[src/rtl/ecc_pkg.sv]
// ============================================================================
// ecc_pkg
// Types and constants shared by the edge corner classifier.
// ============================================================================
`default_nettype none
package ecc_pkg;

   localparam int MAX_POINTS       = 128;
   localparam int IDX_W            = $clog2(MAX_POINTS);
   localparam int CNT_W            = IDX_W + 1;
   localparam int SPREAD_LOOKAHEAD = 50;

   // Angle thresholds in Q3.12, doubled to match twice the strength.
   localparam logic signed [17:0] TH2_Y_LO = 18'sd4290;
   localparam logic signed [17:0] TH2_Y_HI = 18'sd9294;
   localparam logic signed [17:0] TH2_L_LO = 18'sd10008;
   localparam logic signed [17:0] TH2_L_HI = 18'sd20016;
   localparam logic signed [17:0] TH2_BEND = 18'sd714;

   localparam logic [1:0] OP_LOAD_LEFT  = 2'd0;
   localparam logic [1:0] OP_LOAD_RIGHT = 2'd1;
   localparam logic [1:0] OP_EVALUATE   = 2'd2;

   localparam logic [2:0] CSR_OFFSET    = 3'd0;
   localparam logic [2:0] CSR_CORNER    = 3'd1;
   localparam logic [2:0] CSR_STRAIGHT  = 3'd2;
   localparam logic [2:0] CSR_PPM       = 3'd3;
   localparam logic [2:0] CSR_CHECK_L   = 3'd4;

   typedef struct packed {
      logic signed [14:0] x;
      logic signed [14:0] y;
      logic signed [14:0] a;
      logic               keep;
   } point_type;

   typedef enum logic [4:0] {
      ST_IDLE,
      ST_SC_CEN,    // read center point
      ST_SC_LO,     // read low neighbour
      ST_SC_HI,     // read high neighbour
      ST_SC_EVAL,   // compute strength
      ST_SC_TEST,   // compare and update
      ST_PAIR_SEL,  // pick the pair checks from the final corner flags
      ST_PAIR_RD,   // read corner points of pair
      ST_PAIR_W,    // read lookahead points
      ST_PAIR_D0,   // coordinate differences
      ST_PAIR_D1,   // squares
      ST_PAIR_D2,   // sum (corner pair), square of lookahead dist
      ST_PAIR_D3,   // scale by 25 (corner pair), lookahead sum
      ST_PAIR_D4,   // compare (corner pair)
      ST_PAIR_D5,   // scale and compare
      ST_DONE
   } state_type;

   typedef struct packed {
      logic scan_init;
      logic scan_side;     // 0 left, 1 right
      logic rd_cen;
      logic rd_lo;
      logic rd_hi;
      logic eval;
      logic test;
      logic scan_next;
      logic pair_l;        // 1 when checking the L pair
      logic rd_pair;
      logic rd_look;
      logic d0;
      logic d1;
      logic d2;
      logic d3;
      logic d4;
      logic d5;
      logic finish;
   } cmd_type;

   typedef struct packed {
      logic scan_last;
      logic y_pair_needed;
      logic l_pair_needed;
   } status_type;

endpackage
`default_nettype wire

[src/rtl/ecc_ctrl.sv]
// ============================================================================
// ecc_ctrl
// Sequencer for the evaluate command: scans both sides, then pair checks.
// ============================================================================
`default_nettype none
module ecc_ctrl
   import ecc_pkg::*;
(
   input  wire logic       clock,
   input  wire logic       reset,
   input  wire logic       go,
   input  wire status_type status,
   output cmd_type         cmd,
   output logic            busy
);

   state_type state_ff, state_in;
   logic      side_ff, side_in;
   logic      pl_ff, pl_in;

   always_ff @(posedge clock) begin
      if (reset) begin
         state_ff <= ST_IDLE;
         side_ff  <= 1'b0;
         pl_ff    <= 1'b0;
      end else begin
         state_ff <= state_in;
         side_ff  <= side_in;
         pl_ff    <= pl_in;
      end
   end

   always_comb begin
      state_in = state_ff;
      side_in  = side_ff;
      pl_in    = pl_ff;
      unique case (state_ff)
         ST_IDLE: begin
            side_in = 1'b0;
            if (go) state_in = ST_SC_CEN;
         end
         ST_SC_CEN:  state_in = ST_SC_LO;
         ST_SC_LO:   state_in = ST_SC_HI;
         ST_SC_HI:   state_in = ST_SC_EVAL;
         ST_SC_EVAL: state_in = ST_SC_TEST;
         ST_SC_TEST: begin
            if (!status.scan_last) begin
               state_in = ST_SC_CEN;
            end else if (!side_ff) begin
               side_in  = 1'b1;
               state_in = ST_SC_CEN;
            end else begin
               state_in = ST_PAIR_SEL;
            end
         end
         // The last scan step updates the corner flags at its own edge, so the
         // pair decision waits for them in a state of its own.
         ST_PAIR_SEL: begin
            if (status.y_pair_needed) begin
               pl_in    = 1'b0;
               state_in = ST_PAIR_RD;
            end else if (status.l_pair_needed) begin
               pl_in    = 1'b1;
               state_in = ST_PAIR_RD;
            end else begin
               state_in = ST_DONE;
            end
         end
         ST_PAIR_RD: state_in = ST_PAIR_W;
         ST_PAIR_W:  state_in = ST_PAIR_D0;
         ST_PAIR_D0: state_in = ST_PAIR_D1;
         ST_PAIR_D1: state_in = ST_PAIR_D2;
         ST_PAIR_D2: state_in = ST_PAIR_D3;
         ST_PAIR_D3: state_in = ST_PAIR_D4;
         ST_PAIR_D4: state_in = ST_PAIR_D5;
         ST_PAIR_D5: begin
            if (!pl_ff && status.l_pair_needed) begin
               pl_in    = 1'b1;
               state_in = ST_PAIR_RD;
            end else begin
               state_in = ST_DONE;
            end
         end
         ST_DONE: state_in = ST_IDLE;
         default: state_in = ST_IDLE;
      endcase
   end

   always_comb begin
      cmd           = '0;
      cmd.scan_side = side_ff;
      cmd.pair_l    = pl_ff;
      unique case (state_ff)
         ST_IDLE:    cmd.scan_init = go;
         ST_SC_CEN:  cmd.rd_cen = 1'b1;
         ST_SC_LO:   cmd.rd_lo = 1'b1;
         ST_SC_HI:   cmd.rd_hi = 1'b1;
         ST_SC_EVAL: cmd.eval = 1'b1;
         ST_SC_TEST: begin
            cmd.test      = 1'b1;
            cmd.scan_next = 1'b1;
         end
         ST_PAIR_SEL: ;
         ST_PAIR_RD: cmd.rd_pair = 1'b1;
         ST_PAIR_W:  cmd.rd_look = 1'b1;
         ST_PAIR_D0: cmd.d0 = 1'b1;
         ST_PAIR_D1: cmd.d1 = 1'b1;
         ST_PAIR_D2: cmd.d2 = 1'b1;
         ST_PAIR_D3: cmd.d3 = 1'b1;
         ST_PAIR_D4: cmd.d4 = 1'b1;
         ST_PAIR_D5: cmd.d5 = 1'b1;
         ST_DONE:    cmd.finish = 1'b1;
         default:    cmd = '0;
      endcase
   end

   assign busy = (state_ff != ST_IDLE);

   a_go_idle: assert property (@(posedge clock) disable iff (reset)
      (state_ff == ST_IDLE && go) |=> (state_ff == ST_SC_CEN))
      else $error("evaluate did not start a scan");
   a_done_idle: assert property (@(posedge clock) disable iff (reset)
      (state_ff == ST_DONE) |=> (state_ff == ST_IDLE))
      else $error("done not followed by idle");
   a_pair_chain: assert property (@(posedge clock) disable iff (reset)
      (state_ff == ST_PAIR_RD) |=> (state_ff == ST_PAIR_W))
      else $error("pair read sequence broken");

endmodule
`default_nettype wire

[config.mk]
export PLATFORM = sky130hd
export DESIGN_NAME = ecc_ctrl
export DESIGN_NICKNAME = d
export VERILOG_FILES = /design/src/rtl/ecc_pkg.sv /design/src/rtl/ecc_ctrl.sv
export SDC_FILE = /design/constraint.sdc
export NUM_CORES = 1
export LEC_CHECK = 0
export ABC_AREA = 0
export BUFFER_PORTS_ARGS = -buffer_cell sky130_fd_sc_hd__buf_2
export CELL_PAD_IN_SITES_DETAIL_PLACEMENT = 1
export CELL_PAD_IN_SITES_GLOBAL_PLACEMENT = 2
export CORE_ASPECT_RATIO = 1.5
export CORE_MARGIN = 2
export CORE_UTILIZATION = 22
export CTS_CLUSTER_DIAMETER = 50
export CTS_CLUSTER_SIZE = 16
export DETAILED_ROUTE_END_ITERATION = 10
export GPL_TIMING_DRIVEN = 0
export PLACE_DENSITY = 0.81
export SLEW_MARGIN = 20
export SYNTH_ARGS = -nofsm -noshare
export SYNTH_HDL_FRONTEND = slang
export SYNTH_SLANG_ARGS = --single-unit
[constraint.sdc]
create_clock -name clock -period 3.3 [get_ports clock]
set_input_delay 0.165 -clock clock [delete_from_list [all_inputs] [get_ports clock]]
set_output_delay 0.165 -clock clock [all_outputs]
set_load 0.005 [all_outputs]
# Yosys cells after proc, flatten, opt, wreduce, memory -nomap -nowiden
# Cells that the tools add are included.
[word_totals]
out_inout_bits = 19
n_memories = 0
regBits = 7
mem_bits_ro = 0
mem_bits_rw = 0
latchBits = 0
[op_classes]
n_addsub = 0
n_eq_ne = 19
bitwise = 0
div_mod_pow = 0
magnitude_cmp = 0
shift = 0
reduce_logical = 9
n_mux = 30
n_mul = 0
[ops]
columns = ["operator", "n"]
rows = [
  ["one-hot mux 5 bit (15 select lines)", 1],
  ["equality test 5 x 4 -> 1 bit (second input constant)", 8],
  ["equality test 5 x 3 -> 1 bit (second input constant)", 4],
  ["two-way mux 1 bit", 20],
  ["OR reduction 16 bit", 1],
  ["two-way mux 4 bit", 3],
  ["equality test 5 x 2 -> 1 bit (second input constant)", 2],
  ["two-way mux 3 bit", 2],
  ["!= test 2 bit (second input constant)", 3],
  ["equality test 5 x 1 -> 1 bit (second input constant)", 1],
  ["zero test 5 bit", 1],
  ["two-way mux 5 bit", 1],
  ["nonzero test 5 bit", 1],
  ["one-hot mux 1 bit (2 select lines)", 2],
  ["nonzero test 2 bit", 2],
  ["!= test 3 bit (second input constant)", 1],
  ["AND reduction 3 bit", 1],
  ["two-way mux 2 bit", 1],
  ["AND reduction 2 bit", 1],
  ["logical AND 1 bit", 1],
  ["zero test 1 bit", 1],
]

# Longest topological paths before layout
[depth]
word_depth = 4
depth_mapped = 4
depth_no_buf = 3

# Worst setup path after synthesis
# No wires, ideal clock.
[synth_timing]
path_kind = "reg-to-reg"
from = "register state_ff[0]"
to = "register state_ff[3]"
stages_incl_launch_ff = 4
t_arrival_ps = 1128
t_required_ps = 3174
path_slack_ps = 2046
setup_time_ps = 126
path_cell_list = "dfxtp_1 or4_4 o221ai_4 a31oi_1"
[synth_between]
elab_chain_len = 2
elab_cells_between_ends = 17
cone_classes = "eq/ne (15); mux (1); reduce/logical (1)"
[synth_lines]
columns = ["item", "line_no", "source"]
rows = [
  ["start: declaration", "ecc_ctrl.sv:17", "state_type state_ff, state_in;"],
  ["start signal: assignment", "ecc_ctrl.sv:27", "state_ff <= state_in;"],
  ["equality test 5 x 4 -> 1 bit, or another cell as far along", "ecc_ctrl.sv:37", "unique case (state_ff)"],
  ["one-hot mux 5 bit (15 select lines) or != test 2 bit (tied branches)", "-", ""],
]
# Parallel ways exist; a longest one is shown, timed or not.
# A chain may end at the register's enable or synchronous reset.

==> implementation parameters <==
Parameter                              Value

Clock tree
  Cts hold-fix bufs    0
  Max clock buf depth    2
  CTS HTree Levels    1
  Resize count post-CTS    0
  Source-to-sink clock delay at the later pin of the worst-skew pair    240 ps
  Total clock buffers created by CTS    3
  CTS root buf    clkbuf_4
  CTS sink count    6
  CTS tree    yes
  Setup fix buffers added after clock tree synthesis    0
  Clock-pin slew reported for the worst setup and hold paths after clock tree synthesis    50 ps

STA
  Achievable frequency    655 MHz
  Transition at the pin with the smallest max-transition slack    259 ps
  Share of the clock period used by the worst path    46.3%
  Number of failing hold endpoints at the final stage    0
  Total setup violations reported at the end of the flow    0
  Shortest clock period the worst path allows after layout    1530 ps
  Setup repair after global routing missed its margin    no
  Max-slew violation count    0
  Setup_tns    0 ps
  Relative max-transition margin    82.7%
  Hold Worst Slack    117 ps
  Worst Skew    2.16 ps

Finish
  FF+latch area    120 um2
  Share of final-layout standard cells stronger than drive strength 1    43.2%
  Post-route non-filler standard cell count    109
  Design Area, Final    614 um2
  Antenna cells    0
  Area taken by multi-input logic gates    275 um2
  Layout area overhead    37.9%
  Number of nets in the finished design    96
  Fillers    253

Power and ir drop
  Peak supply drop    223 uV
  Switching share of power    27.5%
  Combinational share of power    22.4%
  Power density over cell area    303 mW/mm2
  Net switching power    0.0000512 W
  Seq pwr share    41.6%
  Design internal power    0.000135 W
  Static Leak    0.300 nW
  Power, Total    0.000186 W
  Clk pwr share    36.0%

Logic synthesis
  Syn Std Cell Area    445 um2
  Register area share after synthesis    27.0%
  Most frequent cell after synthesis    nor2_1
  Synth top area share    27.0%
  Top post-synthesis cells by count    nor2_1, dfxtp_1, nand2_1, nor3_1, nand2b_1
  Synthesized flop and latch total    6
  Commonest register cell after synthesis    dfxtp_1
  Asr flop ratio synth    0%
  Largest area contributor in the netlist    dfxtp_1
  Post-synthesis cell type count    22
  Count of flip-flops with a built-in enable after synthesis    0
  Synth Instances    61
  Yosys Warn Count    0
  Synth Net Count    67
  Post-Syn Area per Cell    7.30 um2
  Largest cells by area after synthesis    dfxtp_1, nor2_1, nand2b_1

Floorplanning
  I/O pin count    25
  Number of cell rows    19
  Die Y-Extent    59.1 um
  Die footprint    0.00241 mm2
  Standard cell core area    0.00188 mm2
  Horiz. Die Dim    40.7 um
  Effective utilization at floorplan    23.7%

Routing
  WL/cell    11.6 um
  Total Wirelength    1260 um
  Vias per cell    4.69
  Total via count in the routed design    511
  Drt first-iter violations    10
  Final antenna-violating net count    0
  Post-route DRC    0
  Number of detailed-route iterations in the first pass    2

Setup path
  R2r endpoint    state_ff[3]$_SDFFE_PP0P_
  Worst setup slack for register-to-register paths    1980 ps
  FF-to-FF Start    state_ff[0]$_SDFFE_PP0P_
  Type of element capturing the critical path    output pin
  Crit path arrival time    1360 ps
  Type of the worst setup path    reg2out
  Worst Reg2Reg Path Length in Cells    3
  Startpoint type of the worst setup path    flop
  Max FO, Critical Path    4
  Standard cell with the maximum stage delay on the critical path    or4_4
  Max incr delay on CP    580 ps
  Worst path required time    3130 ps
  CP Cell Sequence    or4_4 -> nor2_1 -> buf_2

Place
  Final HPWL DP    987 um
  Number of cells in the design after placement    106
  Number of port buffers    24
  Standard cell area after detailed placement    592 um2
  Weighted congestion at the end of routability-driven global placement    0.779

Outcome
  Status    completed

Global route
  Total gr overflow    0
  Maximum number of pins on one net before global-route repair    11
  First-pass GRT wire length    1960 um
  Number of global-route vias before repair    455
  Initial antenna violation count    0
  GRT Overall Usage    11.6%

Worst hold path
  Hold-critical path depth    2
  Hold Crit Class    in2reg
  Source of the worst hold timing path    reset
  Hold path endpoint    side_ff$_SDFFE_PP0P_

Job
  Max-cap viol count    0
-- state kept, by name, indices dropped and copies added (netlist names) --
| signal | count |
|---|---|
| side_ff | 1 |
| state_ff | 4 |
| pl_ff | 1 |
-- through the flow --
stage / util, % / worst slack [ps]
6_report: 32.7 / 1770
5_1_grt: 32.7 / 1670
4_1_cts: 32.7 / 1760
3_5_place_dp: 31.5 / 1980
3_3_place_gp: 31.5 / 1970
2_1_floorplan: - / 2050
-- metal layers --
layer	GRT usage, %	up-vias	wire length [um]
met2	18.1	9	671
met1	14.7	237	537
li1	-	263	-
met4	5.71	0	12
met5	0	-	0
met3	2.26	2	42
-- power groups by stage --
stage	Clock, W	Sequential [W]	Combinational, W
after global routing	0.0000743	0.0000775	0.0000462
after CTS	0.0000692	0.0000774	0.0000419
after global placement	0	0.0000788	0.0000417
after detailed placement	0	0.0000787	0.0000416
final	0.0000670	0.0000774	0.0000417
after floorplan	0	0.0000781	0.0000263
-- worst max-delay path by stage --
stage / slack (ps) / end / cells past startpoint / from
6_report: 1770 / cmd[17] / 3 / state_ff[0]$_SDFFE_PP0P_
5_1_grt: 1670 / cmd[13] / 4 / state_ff[0]$_SDFFE_PP0P_
4_1_cts: 1760 / cmd[17] / 3 / state_ff[0]$_SDFFE_PP0P_
3_5_place_dp: 1980 / state_ff[3]$_SDFFE_PP0P_ / 3 / state_ff[0]$_SDFFE_PP0P_
3_3_place_gp: 1970 / state_ff[3]$_SDFFE_PP0P_ / 3 / state_ff[0]$_SDFFE_PP0P_
2_1_floorplan: 2050 / state_ff[3]$_SDFFE_PP0P_ / 3 / state_ff[0]$_SDFFE_PP0P_
-- worst max-delay path, delay by kind of cell (launching register included) --
kind	cells	cell delay, ps
buffers and inverters	1	110
DFF	1	330
and+or+nand+nor	2	680
-- cells by family (layout without fill, tap and decap cells) --
family                 Yosys count  count (layout)  synth area share, %
AO/OA/AOI/OAI                   11              11                 20.2
buffers and inverters           10              37                 11.2
multiplexers                     1               1                 2.53
AND/OR/NAND/NOR                 33              33                 39.0
flip-flops                       6               6                 27.0
-- cells in the final DEF, fill, tap and decap left out, drive strengths merged --
cell type	instances
o221ai	1
dfxtp	6
nor3	6
mux2	1
nor2	10
a21oi	4
nand2	6
o211ai	1
a21o	1
buf	30
nand3b	1
a311oi	1
a31oi	2
or3b	1
and4bb	1
nor2b	2
clkbuf	5
or4	1
nand2b	5
a22oi	1
inv	2
-- final cells by class --
cell class	count	area share, %
buffer	8	6.92
clock buffer	3	3.67
inverter	2	1.22
multi-input combinational	45	44.8
sequential	6	19.6
tap	21	4.28
timing repair buffer	24	19.6
No activity file was read; power rests on OpenSTA's default activity.
